--- src/rtl/rmvs_pkg.sv ---
// ----------------------------------------------------------------------------
// rmvs_pkg: shared definitions for the running mean / variance core
// Default widths, operation codes and the command / status bundles that
// connect the controller with the datapath.
// ----------------------------------------------------------------------------
package rmvs_pkg;

   // default configuration
   localparam int SAMPLE_WIDTH_DEF = 32;
   localparam int FRAC_BITS_DEF    = 16;
   localparam int COUNT_WIDTH_DEF  = 32;

   // m2 and variance are unsigned 63-bit values
   localparam int M2_WIDTH = 63;

   // request operation codes
   localparam logic OP_ADD   = 1'b0;
   localparam logic OP_CLEAR = 1'b1;

   // controller to datapath commands
   typedef struct packed {
      logic capture;         // register sample, bump count, min/max, |delta|
      logic clear;           // zero every statistic
      logic mean_div_start;  // start |delta| / count
      logic mean_update;     // apply quotient to the mean
      logic mul_start;       // load the serial multiplier
      logic m2_update;       // accumulate scaled product into m2
      logic var_div_start;   // start m2 / (count - 1)
      logic publish;         // load the result register
   } dp_cmd_type;

   // datapath to controller status
   typedef struct packed {
      logic div_busy;
      logic mul_busy;
      logic var_needed;      // count above one
   } dp_sts_type;

endpackage

--- src/rtl/rmvs_divider.sv ---
// ----------------------------------------------------------------------------
// rmvs_divider: shared radix-2 restoring divider
// One quotient bit per cycle. The dividend is left-aligned by the caller and
// the number of steps selects how many of its top bits take part; the
// quotient ends up in the low bits of the quotient output.
// ----------------------------------------------------------------------------
module rmvs_divider
   import rmvs_pkg::*;
#(
   parameter int DIVIDEND_WIDTH = M2_WIDTH,
   parameter int DIVISOR_WIDTH  = COUNT_WIDTH_DEF,
   localparam int STEP_WIDTH    = $clog2(DIVIDEND_WIDTH + 1)
) (
   input  logic                      clock,
   input  logic                      reset,
   input  logic                      start,
   input  logic [STEP_WIDTH-1:0]     steps,
   input  logic [DIVIDEND_WIDTH-1:0] dividend,
   input  logic [DIVISOR_WIDTH-1:0]  divisor,
   output logic                      busy,
   output logic [DIVIDEND_WIDTH-1:0] quotient
);

   logic [STEP_WIDTH-1:0]     cnt_ff, cnt_in;
   logic [DIVISOR_WIDTH-1:0]  rem_ff, rem_in;
   logic [DIVIDEND_WIDTH-1:0] dq_ff, dq_in;
   logic [DIVISOR_WIDTH-1:0]  dvs_ff, dvs_in;
   logic [DIVISOR_WIDTH:0]    rem_sh;
   logic [DIVISOR_WIDTH+1:0]  diff;

   // trial subtraction of the shifted partial remainder
   assign rem_sh = {rem_ff, dq_ff[DIVIDEND_WIDTH-1]};
   assign diff   = {1'b0, rem_sh} - {2'b00, dvs_ff};

   always_comb begin
      cnt_in = cnt_ff;
      rem_in = rem_ff;
      dq_in  = dq_ff;
      dvs_in = dvs_ff;
      if (start) begin
         cnt_in = steps;
         rem_in = '0;
         dq_in  = dividend;
         dvs_in = divisor;
      end else if (cnt_ff != '0) begin
         cnt_in = cnt_ff - 1'b1;
         if (diff[DIVISOR_WIDTH+1]) begin
            // borrow: keep the shifted remainder
            rem_in = rem_sh[DIVISOR_WIDTH-1:0];
            dq_in  = {dq_ff[DIVIDEND_WIDTH-2:0], 1'b0};
         end else begin
            rem_in = diff[DIVISOR_WIDTH-1:0];
            dq_in  = {dq_ff[DIVIDEND_WIDTH-2:0], 1'b1};
         end
      end
   end

   // step counter
   always_ff @(posedge clock) begin
      if (reset) begin
         cnt_ff <= '0;
      end else begin
         cnt_ff <= cnt_in;
      end
   end

   // operand and partial result registers
   always_ff @(posedge clock) begin
      rem_ff <= rem_in;
      dq_ff  <= dq_in;
      dvs_ff <= dvs_in;
   end

   assign busy     = (cnt_ff != '0);
   assign quotient = dq_ff;

endmodule

--- src/rtl/rmvs_datapath.sv ---
// ----------------------------------------------------------------------------
// rmvs_datapath: statistics registers and arithmetic
// Holds count, mean, m2, min and max, a bit-serial multiplier for the
// deviation product and the shared divider for the mean step and the
// variance. Every action is started by a command from the controller.
// ----------------------------------------------------------------------------
module rmvs_datapath
   import rmvs_pkg::*;
#(
   parameter int SAMPLE_WIDTH = SAMPLE_WIDTH_DEF,
   parameter int FRAC_BITS    = FRAC_BITS_DEF,
   parameter int COUNT_WIDTH  = COUNT_WIDTH_DEF
) (
   input  logic                    clock,
   input  logic                    reset,
   input  dp_cmd_type              cmd,
   output dp_sts_type              sts,
   input  logic [SAMPLE_WIDTH-1:0] sample,
   output logic [COUNT_WIDTH-1:0]  out_count,
   output logic [SAMPLE_WIDTH-1:0] out_mean,
   output logic [SAMPLE_WIDTH-1:0] out_min,
   output logic [SAMPLE_WIDTH-1:0] out_max,
   output logic [M2_WIDTH-1:0]     out_m2,
   output logic [M2_WIDTH-1:0]     out_var
);

   localparam int MAG_WIDTH  = SAMPLE_WIDTH + 1;
   localparam int PROD_WIDTH = 2 * MAG_WIDTH;
   localparam int EXT_WIDTH  = (PROD_WIDTH > M2_WIDTH) ? PROD_WIDTH : M2_WIDTH + 1;
   localparam int MCNT_WIDTH = $clog2(MAG_WIDTH + 1);
   localparam int DSTEP_WIDTH = $clog2(M2_WIDTH + 1);
   localparam logic [COUNT_WIDTH-1:0] COUNT_MAX = '1;
   localparam logic [M2_WIDTH-1:0]    M2_MAX    = '1;

   // statistics
   logic [COUNT_WIDTH-1:0]  count_ff, count_in;
   logic [SAMPLE_WIDTH-1:0] mean_ff, mean_in;
   logic [SAMPLE_WIDTH-1:0] min_ff, min_in;
   logic [SAMPLE_WIDTH-1:0] max_ff, max_in;
   logic [M2_WIDTH-1:0]     m2_ff, m2_in;

   // per-sample working registers
   logic [SAMPLE_WIDTH-1:0] x_ff, x_in;
   logic [MAG_WIDTH-1:0]    dmag_ff, dmag_in;
   logic                    dneg_ff, dneg_in;

   // serial multiplier
   logic [PROD_WIDTH-1:0]   mcand_ff, mcand_in;
   logic [MAG_WIDTH-1:0]    mplier_ff, mplier_in;
   logic [PROD_WIDTH-1:0]   acc_ff, acc_in;
   logic [MCNT_WIDTH-1:0]   mcnt_ff, mcnt_in;

   // result register
   logic [COUNT_WIDTH-1:0]  rcount_ff;
   logic [SAMPLE_WIDTH-1:0] rmean_ff, rmin_ff, rmax_ff;
   logic [M2_WIDTH-1:0]     rm2_ff, rvar_ff;

   // intermediate values
   logic [MAG_WIDTH-1:0]    x_new_ext, x_cur_ext, mean_ext;
   logic [MAG_WIDTH-1:0]    delta, delta2, dmag2, mean_sum;
   logic [MAG_WIDTH-1:0]    quot_lo;
   logic [EXT_WIDTH-1:0]    prod_scaled;
   logic [M2_WIDTH-1:0]     inc;
   logic [M2_WIDTH:0]       m2_sum;
   logic                    div_start;
   logic [DSTEP_WIDTH-1:0]  div_steps;
   logic [M2_WIDTH-1:0]     div_dividend;
   logic [COUNT_WIDTH-1:0]  div_divisor;
   logic [M2_WIDTH-1:0]     div_quot;
   logic                    div_busy;

   // signed differences, one bit wider than a sample
   assign x_new_ext = {sample[SAMPLE_WIDTH-1], sample};
   assign x_cur_ext = {x_ff[SAMPLE_WIDTH-1], x_ff};
   assign mean_ext  = {mean_ff[SAMPLE_WIDTH-1], mean_ff};
   assign delta     = x_new_ext - mean_ext;
   assign delta2    = x_cur_ext - mean_ext;
   assign dmag2     = delta2[SAMPLE_WIDTH] ? (~delta2 + 1'b1) : delta2;

   // mean moves toward the sample by the truncated quotient
   assign quot_lo  = div_quot[MAG_WIDTH-1:0];
   assign mean_sum = dneg_ff ? (mean_ext - quot_lo) : (mean_ext + quot_lo);

   // product rescale and saturation to m2 range
   assign prod_scaled = EXT_WIDTH'(acc_ff) >> FRAC_BITS;
   assign inc    = (|prod_scaled[EXT_WIDTH-1:M2_WIDTH]) ? M2_MAX
                                                        : prod_scaled[M2_WIDTH-1:0];
   assign m2_sum = {1'b0, m2_ff} + {1'b0, inc};

   // divider operand selection
   assign div_start    = cmd.mean_div_start | cmd.var_div_start;
   assign div_steps    = cmd.var_div_start ? DSTEP_WIDTH'(M2_WIDTH)
                                           : DSTEP_WIDTH'(MAG_WIDTH);
   assign div_dividend = cmd.var_div_start ? m2_ff
                                           : {dmag_ff, {(M2_WIDTH-MAG_WIDTH){1'b0}}};
   assign div_divisor  = cmd.var_div_start ? (count_ff - 1'b1) : count_ff;

   rmvs_divider #(
      .DIVIDEND_WIDTH (M2_WIDTH),
      .DIVISOR_WIDTH  (COUNT_WIDTH)
   ) u_div (
      .clock    (clock),
      .reset    (reset),
      .start    (div_start),
      .steps    (div_steps),
      .dividend (div_dividend),
      .divisor  (div_divisor),
      .busy     (div_busy),
      .quotient (div_quot)
   );

   // statistics next state
   always_comb begin
      count_in = count_ff;
      mean_in  = mean_ff;
      min_in   = min_ff;
      max_in   = max_ff;
      m2_in    = m2_ff;
      x_in     = x_ff;
      dmag_in  = dmag_ff;
      dneg_in  = dneg_ff;
      if (cmd.clear) begin
         count_in = '0;
         mean_in  = '0;
         min_in   = '0;
         max_in   = '0;
         m2_in    = '0;
      end else if (cmd.capture) begin
         x_in     = sample;
         count_in = (count_ff == COUNT_MAX) ? count_ff : count_ff + 1'b1;
         if ((count_ff == '0) || ($signed(sample) < $signed(min_ff))) begin
            min_in = sample;
         end
         if ((count_ff == '0) || ($signed(sample) > $signed(max_ff))) begin
            max_in = sample;
         end
         dneg_in = delta[SAMPLE_WIDTH];
         dmag_in = delta[SAMPLE_WIDTH] ? (~delta + 1'b1) : delta;
      end else if (cmd.mean_update) begin
         mean_in = mean_sum[SAMPLE_WIDTH-1:0];
      end else if (cmd.m2_update) begin
         m2_in = m2_sum[M2_WIDTH] ? M2_MAX : m2_sum[M2_WIDTH-1:0];
      end
   end

   // shift-and-add multiplier, one multiplier bit per cycle
   always_comb begin
      mcand_in  = mcand_ff;
      mplier_in = mplier_ff;
      acc_in    = acc_ff;
      mcnt_in   = mcnt_ff;
      if (cmd.mul_start) begin
         mcand_in  = PROD_WIDTH'(dmag_ff);
         mplier_in = dmag2;
         acc_in    = '0;
         mcnt_in   = MCNT_WIDTH'(MAG_WIDTH);
      end else if (mcnt_ff != '0) begin
         if (mplier_ff[0]) begin
            acc_in = acc_ff + mcand_ff;
         end
         mcand_in  = {mcand_ff[PROD_WIDTH-2:0], 1'b0};
         mplier_in = {1'b0, mplier_ff[MAG_WIDTH-1:1]};
         mcnt_in   = mcnt_ff - 1'b1;
      end
   end

   // statistics and control counters
   always_ff @(posedge clock) begin
      if (reset) begin
         count_ff <= '0;
         mean_ff  <= '0;
         min_ff   <= '0;
         max_ff   <= '0;
         m2_ff    <= '0;
         mcnt_ff  <= '0;
      end else begin
         count_ff <= count_in;
         mean_ff  <= mean_in;
         min_ff   <= min_in;
         max_ff   <= max_in;
         m2_ff    <= m2_in;
         mcnt_ff  <= mcnt_in;
      end
   end

   // working payload registers
   always_ff @(posedge clock) begin
      x_ff      <= x_in;
      dmag_ff   <= dmag_in;
      dneg_ff   <= dneg_in;
      mcand_ff  <= mcand_in;
      mplier_ff <= mplier_in;
      acc_ff    <= acc_in;
   end

   // result register, loaded on publish
   always_ff @(posedge clock) begin
      if (cmd.publish) begin
         rcount_ff <= count_ff;
         rmean_ff  <= mean_ff;
         rmin_ff   <= min_ff;
         rmax_ff   <= max_ff;
         rm2_ff    <= m2_ff;
         rvar_ff   <= sts.var_needed ? div_quot : '0;
      end
   end

   assign sts.div_busy   = div_busy;
   assign sts.mul_busy   = (mcnt_ff != '0);
   assign sts.var_needed = (count_ff > COUNT_WIDTH'(1));

   assign out_count = rcount_ff;
   assign out_mean  = rmean_ff;
   assign out_min   = rmin_ff;
   assign out_max   = rmax_ff;
   assign out_m2    = rm2_ff;
   assign out_var   = rvar_ff;

endmodule

--- src/rtl/rmvs_ctrl.sv ---
// ----------------------------------------------------------------------------
// rmvs_ctrl: sequencer for one request at a time
// Walks the datapath through capture, mean division, deviation product,
// m2 update and, once the count exceeds one, variance division; a clear
// skips them. The result goes to the output register as soon as it is free.
// ----------------------------------------------------------------------------
module rmvs_ctrl
   import rmvs_pkg::*;
(
   input  logic       clock,
   input  logic       reset,
   input  logic       req_valid,
   input  logic       req_op,
   output logic       req_ready,
   output logic       rsp_valid,
   input  logic       rsp_ready,
   output dp_cmd_type cmd,
   input  dp_sts_type sts
);

   typedef enum logic [2:0] {
      ST_IDLE,
      ST_MEAN_START,
      ST_MEAN_WAIT,
      ST_MUL_START,
      ST_MUL_WAIT,
      ST_VAR_CHECK,
      ST_VAR_WAIT,
      ST_DONE
   } state_type;

   state_type state_ff, state_in;
   logic      rsp_valid_ff, rsp_valid_in;
   logic      accept;
   logic      out_free;

   assign req_ready = (state_ff == ST_IDLE);
   assign accept    = req_valid & req_ready;
   assign out_free  = ~rsp_valid_ff | rsp_ready;

   // next state and commands
   always_comb begin
      state_in     = state_ff;
      rsp_valid_in = rsp_valid_ff & ~rsp_ready;
      cmd          = '0;
      unique case (state_ff)
         ST_IDLE: begin
            if (accept) begin
               if (req_op == OP_CLEAR) begin
                  cmd.clear = 1'b1;
                  state_in  = ST_DONE;
               end else begin
                  cmd.capture = 1'b1;
                  state_in    = ST_MEAN_START;
               end
            end
         end
         ST_MEAN_START: begin
            cmd.mean_div_start = 1'b1;
            state_in           = ST_MEAN_WAIT;
         end
         ST_MEAN_WAIT: begin
            if (!sts.div_busy) begin
               cmd.mean_update = 1'b1;
               state_in        = ST_MUL_START;
            end
         end
         ST_MUL_START: begin
            cmd.mul_start = 1'b1;
            state_in      = ST_MUL_WAIT;
         end
         ST_MUL_WAIT: begin
            if (!sts.mul_busy) begin
               cmd.m2_update = 1'b1;
               state_in      = ST_VAR_CHECK;
            end
         end
         ST_VAR_CHECK: begin
            if (sts.var_needed) begin
               cmd.var_div_start = 1'b1;
               state_in          = ST_VAR_WAIT;
            end else begin
               state_in = ST_DONE;
            end
         end
         ST_VAR_WAIT: begin
            if (!sts.div_busy) begin
               state_in = ST_DONE;
            end
         end
         ST_DONE: begin
            if (out_free) begin
               cmd.publish  = 1'b1;
               rsp_valid_in = 1'b1;
               state_in     = ST_IDLE;
            end
         end
         default: begin
            state_in = ST_IDLE;
         end
      endcase
   end

   // state and registered response valid
   always_ff @(posedge clock) begin
      if (reset) begin
         state_ff     <= ST_IDLE;
         rsp_valid_ff <= 1'b0;
      end else begin
         state_ff     <= state_in;
         rsp_valid_ff <= rsp_valid_in;
      end
   end

   assign rsp_valid = rsp_valid_ff;

endmodule

--- src/rtl/running_mean_variance_stats_core.sv ---
// Requests: one at a time. An add request runs the mean division, the deviation
//   product, the m2 update and, once the count exceeds one, the variance division
//   before it responds; a clear responds without any of these steps.
// Pacing: set by the shared radix-2 divider (mean step and variance) and the
//   bit-serial multiplier; a new request waits until the previous one is published.
// Reset: synchronous, active high; all statistics return to zero, no response pending.
// ----------------------------------------------------------------------------
// running_mean_variance_stats_core: Welford running statistics
// Keeps count, mean, m2, min and max of a signed fixed-point sample stream
// and returns the updated statistics and sample variance per request.
// A finished response waits in the output register while the next request runs.
// ----------------------------------------------------------------------------
module running_mean_variance_stats_core
   import rmvs_pkg::*;
#(
   parameter int SAMPLE_WIDTH = SAMPLE_WIDTH_DEF,
   parameter int FRAC_BITS    = FRAC_BITS_DEF,
   parameter int COUNT_WIDTH  = COUNT_WIDTH_DEF,
   localparam int REQ_DW      = ((SAMPLE_WIDTH + 7) / 8) * 8,
   localparam int RSP_FW      = COUNT_WIDTH + 3 * SAMPLE_WIDTH + 2 * M2_WIDTH,
   localparam int RSP_DW      = ((RSP_FW + 7) / 8) * 8
) (
   input  logic              clock,
   input  logic              reset,
   input  logic              req_tvalid,
   output logic              req_tready,
   input  logic [REQ_DW-1:0] req_tdata,   // sample
   input  logic              req_tuser,   // operation
   output logic              rsp_tvalid,
   input  logic              rsp_tready,
   output logic [RSP_DW-1:0] rsp_tdata    // sample_count, running_mean, smallest,
                                          // largest, squared_deviation_sum,
                                          // sample_variance
);

   dp_cmd_type              cmd;
   dp_sts_type              sts;
   logic [COUNT_WIDTH-1:0]  out_count;
   logic [SAMPLE_WIDTH-1:0] out_mean, out_min, out_max;
   logic [M2_WIDTH-1:0]     out_m2, out_var;

   rmvs_ctrl u_ctrl (
      .clock     (clock),
      .reset     (reset),
      .req_valid (req_tvalid),
      .req_op    (req_tuser),
      .req_ready (req_tready),
      .rsp_valid (rsp_tvalid),
      .rsp_ready (rsp_tready),
      .cmd       (cmd),
      .sts       (sts)
   );

   rmvs_datapath #(
      .SAMPLE_WIDTH (SAMPLE_WIDTH),
      .FRAC_BITS    (FRAC_BITS),
      .COUNT_WIDTH  (COUNT_WIDTH)
   ) u_dp (
      .clock     (clock),
      .reset     (reset),
      .cmd       (cmd),
      .sts       (sts),
      .sample    (req_tdata[SAMPLE_WIDTH-1:0]),
      .out_count (out_count),
      .out_mean  (out_mean),
      .out_min   (out_min),
      .out_max   (out_max),
      .out_m2    (out_m2),
      .out_var   (out_var)
   );

   // response packing, first field in the low bits
   assign rsp_tdata = RSP_DW'({out_var, out_m2, out_max, out_min, out_mean, out_count});

endmodule

--- config.mk ---
export PLATFORM = sky130hd
export DESIGN_NAME = running_mean_variance_stats_core
export DESIGN_NICKNAME = d
export VERILOG_FILES = /design/src/rtl/rmvs_pkg.sv /design/src/rtl/rmvs_divider.sv /design/src/rtl/rmvs_datapath.sv /design/src/rtl/rmvs_ctrl.sv /design/src/rtl/running_mean_variance_stats_core.sv
export SDC_FILE = /design/constraint.sdc
export NUM_CORES = 2
export LEC_CHECK = 0
export ABC_AREA = 1
export BUFFER_PORTS_ARGS = -buffer_cell sky130_fd_sc_hd__buf_2
export CORE_MARGIN = 5
export CORE_UTILIZATION = 55
export CTS_BUF_LIST = sky130_fd_sc_hd__clkbuf_8
export DETAILED_ROUTE_END_ITERATION = 8
export PLACE_DENSITY = 0.75
export REMOVE_ABC_BUFFERS = 1
export SLEW_MARGIN = 10
export SYNTH_ARGS = -nofsm -noshare
export SYNTH_HDL_FRONTEND = slang
export SYNTH_SLANG_ARGS = --single-unit
--- constraint.sdc ---
create_clock -name clock -period 24.4 [get_ports clock]
set_input_delay 2.44 -clock clock [delete_from_list [all_inputs] [get_ports clock]]
set_output_delay 2.44 -clock clock [all_outputs]
set_load 0.01 [all_outputs]
Word-level counts from Yosys, hierarchy flattened
Index checks and enable logic that the tools add are counted.
{"block": "totals", "register_bits": 819, "output_inout_bits": 258, "word_cells": 129}
{"block": "classes", "add_sub_neg": 13, "order_cmp": 3, "eq_ne": 13, "n_mux": 43, "n_bitwise": 12, "reduce_logical": 18}
{"op": "$mux W63", "n": 4}
{"op": "$mux W33", "n": 5}
{"op": "$mux W32", "n": 4}
{"op": "$add A33 B1 Y33 const B", "n": 2}
{"op": "$add A66 B66 Y66", "n": 1}
{"op": "$not A33 Y33", "n": 2}
{"op": "$sub A32 B32 Y33", "n": 2}
{"op": "$add A63 B50 Y64", "n": 1}
{"op": "$sub A33 B32 Y34", "n": 1}
{"op": "$add A32 B1 Y32 const B", "n": 1}
{"op": "$add A32 B32 Y32", "n": 1}
{"op": "$eq A32 B32 Y1 const B", "n": 1}
{"op": "$gt A32 B1 Y1 const B", "n": 1}
{"op": "$gt A32 B32 Y1", "n": 1}
{"op": "$logic_not A32 Y1", "n": 1}
{"op": "$lt A32 B32 Y1", "n": 1}
{"op": "$sub A32 B1 Y32 const B", "n": 1}
{"op": "$sub A32 B32 Y32", "n": 1}
{"op": "$mux W6", "n": 4}
{"op": "$pmux W3 S8", "n": 1}
{"op": "$mux W3", "n": 6}
{"op": "$mux W1", "n": 16}
{"op": "$eq A3 B3 Y1 const B", "n": 4}
{"op": "$reduce_and A2 Y1", "n": 6}
{"op": "other kinds (17)", "n": 34}

Longest topological paths before layout
{"block": "depth", "depth_word": 6, "ltp_mapped": 26, "mapped_depth_nobuf": 26}

Modules after synthesis
Synthesis repeated with hierarchy kept, for this count alone.
{"block": "hier_totals", "hier_cells": 7494, "hier_area_um2": 53575.1}
{"module": "rmvs_datapath", "instances": 1, "cells_each": 6319, "area_per_inst_um2": 45100.8, "seq_area_each_um2": 17516.8}
{"module": "rmvs_divider", "instances": 1, "cells_each": 1123, "area_per_inst_um2": 8162.8, "seq_area_each_um2": 3613.5}
{"module": "rmvs_ctrl", "instances": 1, "cells_each": 49, "area_per_inst_um2": 292.8, "seq_area_each_um2": 80.1}
{"module": "running_mean_variance_stats_core", "instances": 1, "cells_each": 3, "area_per_inst_um2": 18.8, "seq_area_each_um2": 0.0}

Least setup slack after synthesis
Ideal clock, no wire load.
{"block": "synth_timing", "path_type": "input port to flip-flop", "from": "in rsp_tready", "to": "reg u_dp.rcount_ff[0], in the netlist u_dp.out_count[0] (enable)", "setup_ns": 0.872, "arrival_ns": 12.946, "path_slack_ns": 10.581, "stages": 2, "path_buffers": 0, "path_cell_list": "nor2_1 > nor2_1"}
{"element": "start, declared", "line": "running_mean_variance_stats_core.sv:30", "text": "input logic rsp_tready,"}
{"element": "end signal, assigned", "line": "rmvs_datapath.sv:199", "text": "rcount_ff <= count_ff;"}
{"element": "end, declared", "line": "rmvs_datapath.sv:54", "text": "logic [COUNT_WIDTH-1:0] rcount_ff;"}

Final worst setup path
{"block": "layout_timing", "from": "in req_tdata[15]", "to": "reg u_dp.max_ff[2]"}
{"block": "layout_via", "elab_chain_cells": 3}
{"element": "start, declared", "line": "running_mean_variance_stats_core.sv:27", "text": "input logic [REQ_DW-1:0] req_tdata,"}
{"element": "$gt A32 B32 Y1", "line": "rmvs_datapath.sv:134", "text": "if ((count_ff == '0) || ($signed(sample) > $signed(max_ff))) begin"}
{"element": "$logic_or A1 B1 Y1", "line": "rmvs_datapath.sv:134"}
{"element": "$reduce_and A2 Y1 (no line)"}
{"element": "end signal, assigned", "line": "rmvs_datapath.sv:180", "text": "max_ff <= max_in;"}
{"element": "end, declared", "line": "rmvs_datapath.sv:39", "text": "logic [SAMPLE_WIDTH-1:0] max_ff, max_in;"}
Every way passes these cells.
A chain may end at the register's enable or synchronous reset.

==> impl_metrics.tcl <==
set metrics [dict create \
    grt_pass1_wl_um 273000 \
    clk_latency_ps 850 \
    dr.pass1.iters 7 \
    status "finished, final reports clean" \
    p_leak_nw 26.95 \
    cp-end-kind "register" \
    syn_to_final_growth_pct 10.56 \
    vias 49040 \
    min_period_ps 5059 \
    ys_warn_count 0 \
    yosysSeqAreaShare_pct 40.56 \
    synthesis.area_sq_mm 0.05229 \
    antenna_found_initial 9 \
    hold_viol_final 0 \
    ys_types 70 \
    cts_resized 0 \
    start_util_pct 55.20 \
    max_stage_delay_ps 660 \
    fin_nets 7702 \
    regToRegStartpoint "u_dp.u_div.quotient[0]$_DFFE_PP_" \
    cts.sinks 819 \
    synth_flop_cell "edfxtp_1" \
    min_from "u_dp.min_ff[22]$_SDFFE_PP0P_" \
    slew_headroom_pct 17.69 \
    root_buffer "clkbuf_8" \
    multiInputGateArea_sq_mm 0.02616 \
    synthXorXnorAreaFrac_pct 3.768 \
    fill_cells 8811 \
    dpl.hpwl_um 143600 \
    globalRouteOverflowTotal 0 \
    grt_max_degree 99 \
    drive_gt1_share_pct 8.601 \
    crit_path_max_fanout 64 \
    irDropWorstVdd_uv 75.74 \
    drv_slew 0 \
    fin_skew_ps 47.42 \
    synthCells 7038 \
    path_buf_inv 2 \
    dp_slack_ps 18530 \
    cts_tree "done" \
    rows 113 \
    syn_area_per_cell_sq_um 7.430 \
    crit_required_ps 25110 \
    cts-htree-levels 4 \
    antenna_left 0 \
    fin_area_sq_mm 0.05782 \
    dieArea_sq_mm 0.1013 \
    crit_top_cell "nand2_1" \
    synthSimpleGateAreaFrac_pct 24.49 \
    synth-seq-cells 819 \
    numCtsBuffers 143 \
    final_common_cell "nand2_1" \
    rsz0062_at_grt "false" \
    fin_crit_sh_pct 20.73 \
    path_clk_slew_ps 60 \
    crit_slowest_cell "nand2_2" \
    design.core.area_sq_mm 0.09473 \
    yosys-top-cells-area "edfxtp_1, dfxtp_1, nand2_1" \
    utilization_pct 61.03 \
    drtIter0Drc 5239 \
    ctsLongestPathBuffers 3 \
    chipWidth_um 318.4 \
    seqCellArea_sq_mm 0.02121 \
    setup_slack_ps 19340 \
    synth_edf_count 481 \
    synth_top_area_share_pct 27.62 \
    io_buffers 292 \
    ys_async_sr_fraction_pct 0 \
    place_congestion 0.9949 \
    hold_class "reg2reg" \
    crit_arrival_ps 5770 \
    power.density_mw_per_mm2 131.7 \
    cts_setup_buffers 0 \
    layout_common_cells "nand2_1, inv_1, nor2_1" \
    ios 295 \
    synthAdderAreaFrac_pct 7.766 \
    post-place-cells 8464 \
    routedWlPerCell_um 20.86 \
    placed_cell_area_sq_mm 0.05487 \
    tns_ps 0 \
    cp_top_family "simple AND/OR/NAND/NOR gates" \
    routed_via_density 5.615 \
    crit_type "in2reg" \
    drc_errors 0 \
    grt_pass1_vias 45820 \
    yosysTopAreaCell "edfxtp_1" \
    synth_compound_area_share_pct 13.92 \
    fmax_mhz 197.7 \
    synthMuxAreaShare_pct 0 \
    grt_use_total_pct 34.66 \
    cap_viol_max_count 0 \
    stdcell_count 8734 \
    die_h_um 318.4 \
    worst_slew_pin_slew_ps 1232 \
    startpoint "req_tdata[15]" \
    worstPathCellList "buf_2, ha_1, nand2_1, inv_1, nand3_1, nor3_1, o21ai_0, nand2_1, nand2_1, a21o_1, nand3_1, nand2_2, a21oi_1, nor2_1" \
    setup_viol 0 \
    critPathLaunchType "input pin" \
    wl_um 182200 \
    synth_top_family_by_area "simple AND/OR/NAND/NOR gates" \
    cts_hold_buffers 0 \
]
==> through the flow <==
step / hold WS (ps) / power [W]
after floorplan: 408.2 / 0.004989
after global placement: 414.5 / 0.006157
after detailed placement: 420.0 / 0.006217
after CTS: 430.9 / 0.007545
after global routing: 446.2 / 0.008187
final: 443.0 / 0.007613
==> layer usage <==
layer / wire, um / share of wire, % / track usage (%)
met1: 77840 / 43 / 47.55
met2: 81500 / 45 / 54.98
met3: 14780 / 8.1 / 5.872
met4: 8049 / 4.4 / 13.98
met5: 12 / 0.0066 / 0
==> area by class of cell <==
class	count	area share, %
tap	1265	2.738
multi-input combinational	4933	45.24
inverter	1124	7.312
antenna	5	0.02164
clock inverter	98	1.099
timing repair buffer	323	2.930
sequential	819	36.69
clock buffer	167	3.975
==> state kept, by name, summed over array words and instances (netlist names), 33 cells and up <==
name	flops
u_dp.m2_ff	63
u_dp.u_div.quotient	63
u_dp.out_var	63
u_dp.acc_ff	66
u_dp.dmag_ff	33
u_dp.out_m2	63
u_dp.mcand_ff	66
u_dp.mplier_ff	33
==> cell families after synthesis <==
logic type               Yosys count
AO/OA/AOI/OAI                   1336
XOR/XNOR                         222
adder cells (fa/ha/maj)          321
buffers and inverters           1287
flip-flops                       819
other                              1
AND/OR/NAND/NOR                 3052
==> cell usage after synthesis, types with 7 or more instances <==
library cell and number:
o21ai_0 499, nor2_2 11, nor3_1 91, o22ai_1 26, ha_1 315, buf_1 19, inv_2 19, a21o_1 39
buf_4 8, nor4_1 29, a211oi_1 8, o21a_1 21, dfxtp_1 338, o21ai_1 26, edfxtp_1 481, clkbuf_1 98
inv_1 1103, a221oi_1 11, buf_2 30, a21boi_0 10, nor2_1 868, o21bai_1 41, nand3b_1 19, nand3_1 369
nor2_4 10, nand4_1 73, buf_6 8, xor2_1 147, nand2_1 1508, nand2_2 19, and2_1 7, xnor2_1 73
or2_2 8, a21oi_1 565, nand3_2 10, o211ai_1 31, a31oi_1 36
==> power breakdown <==
group          internal, W  switching (W)  leakage [nW]
clock network     0.000702       0.000611          1.69
registers          0.00193       0.000305          7.41
logic              0.00128        0.00278          17.8
==> path summary, 6_finish.rpt <==
kind | slack (ps) | end | depth (start not counted)
min | 440 | u_dp.out_min[22]$_DFFE_PP_ | 0
min reg2reg | 440 | u_dp.out_min[22]$_DFFE_PP_ | 0
max reg2reg | 19990 | u_dp.mean_ff[31]$_SDFFE_PP0P_ | 24
max | 19340 | u_dp.max_ff[2]$_SDFFE_PP0P_ | 14
Note: power is estimated with default switching activity, not from simulation.
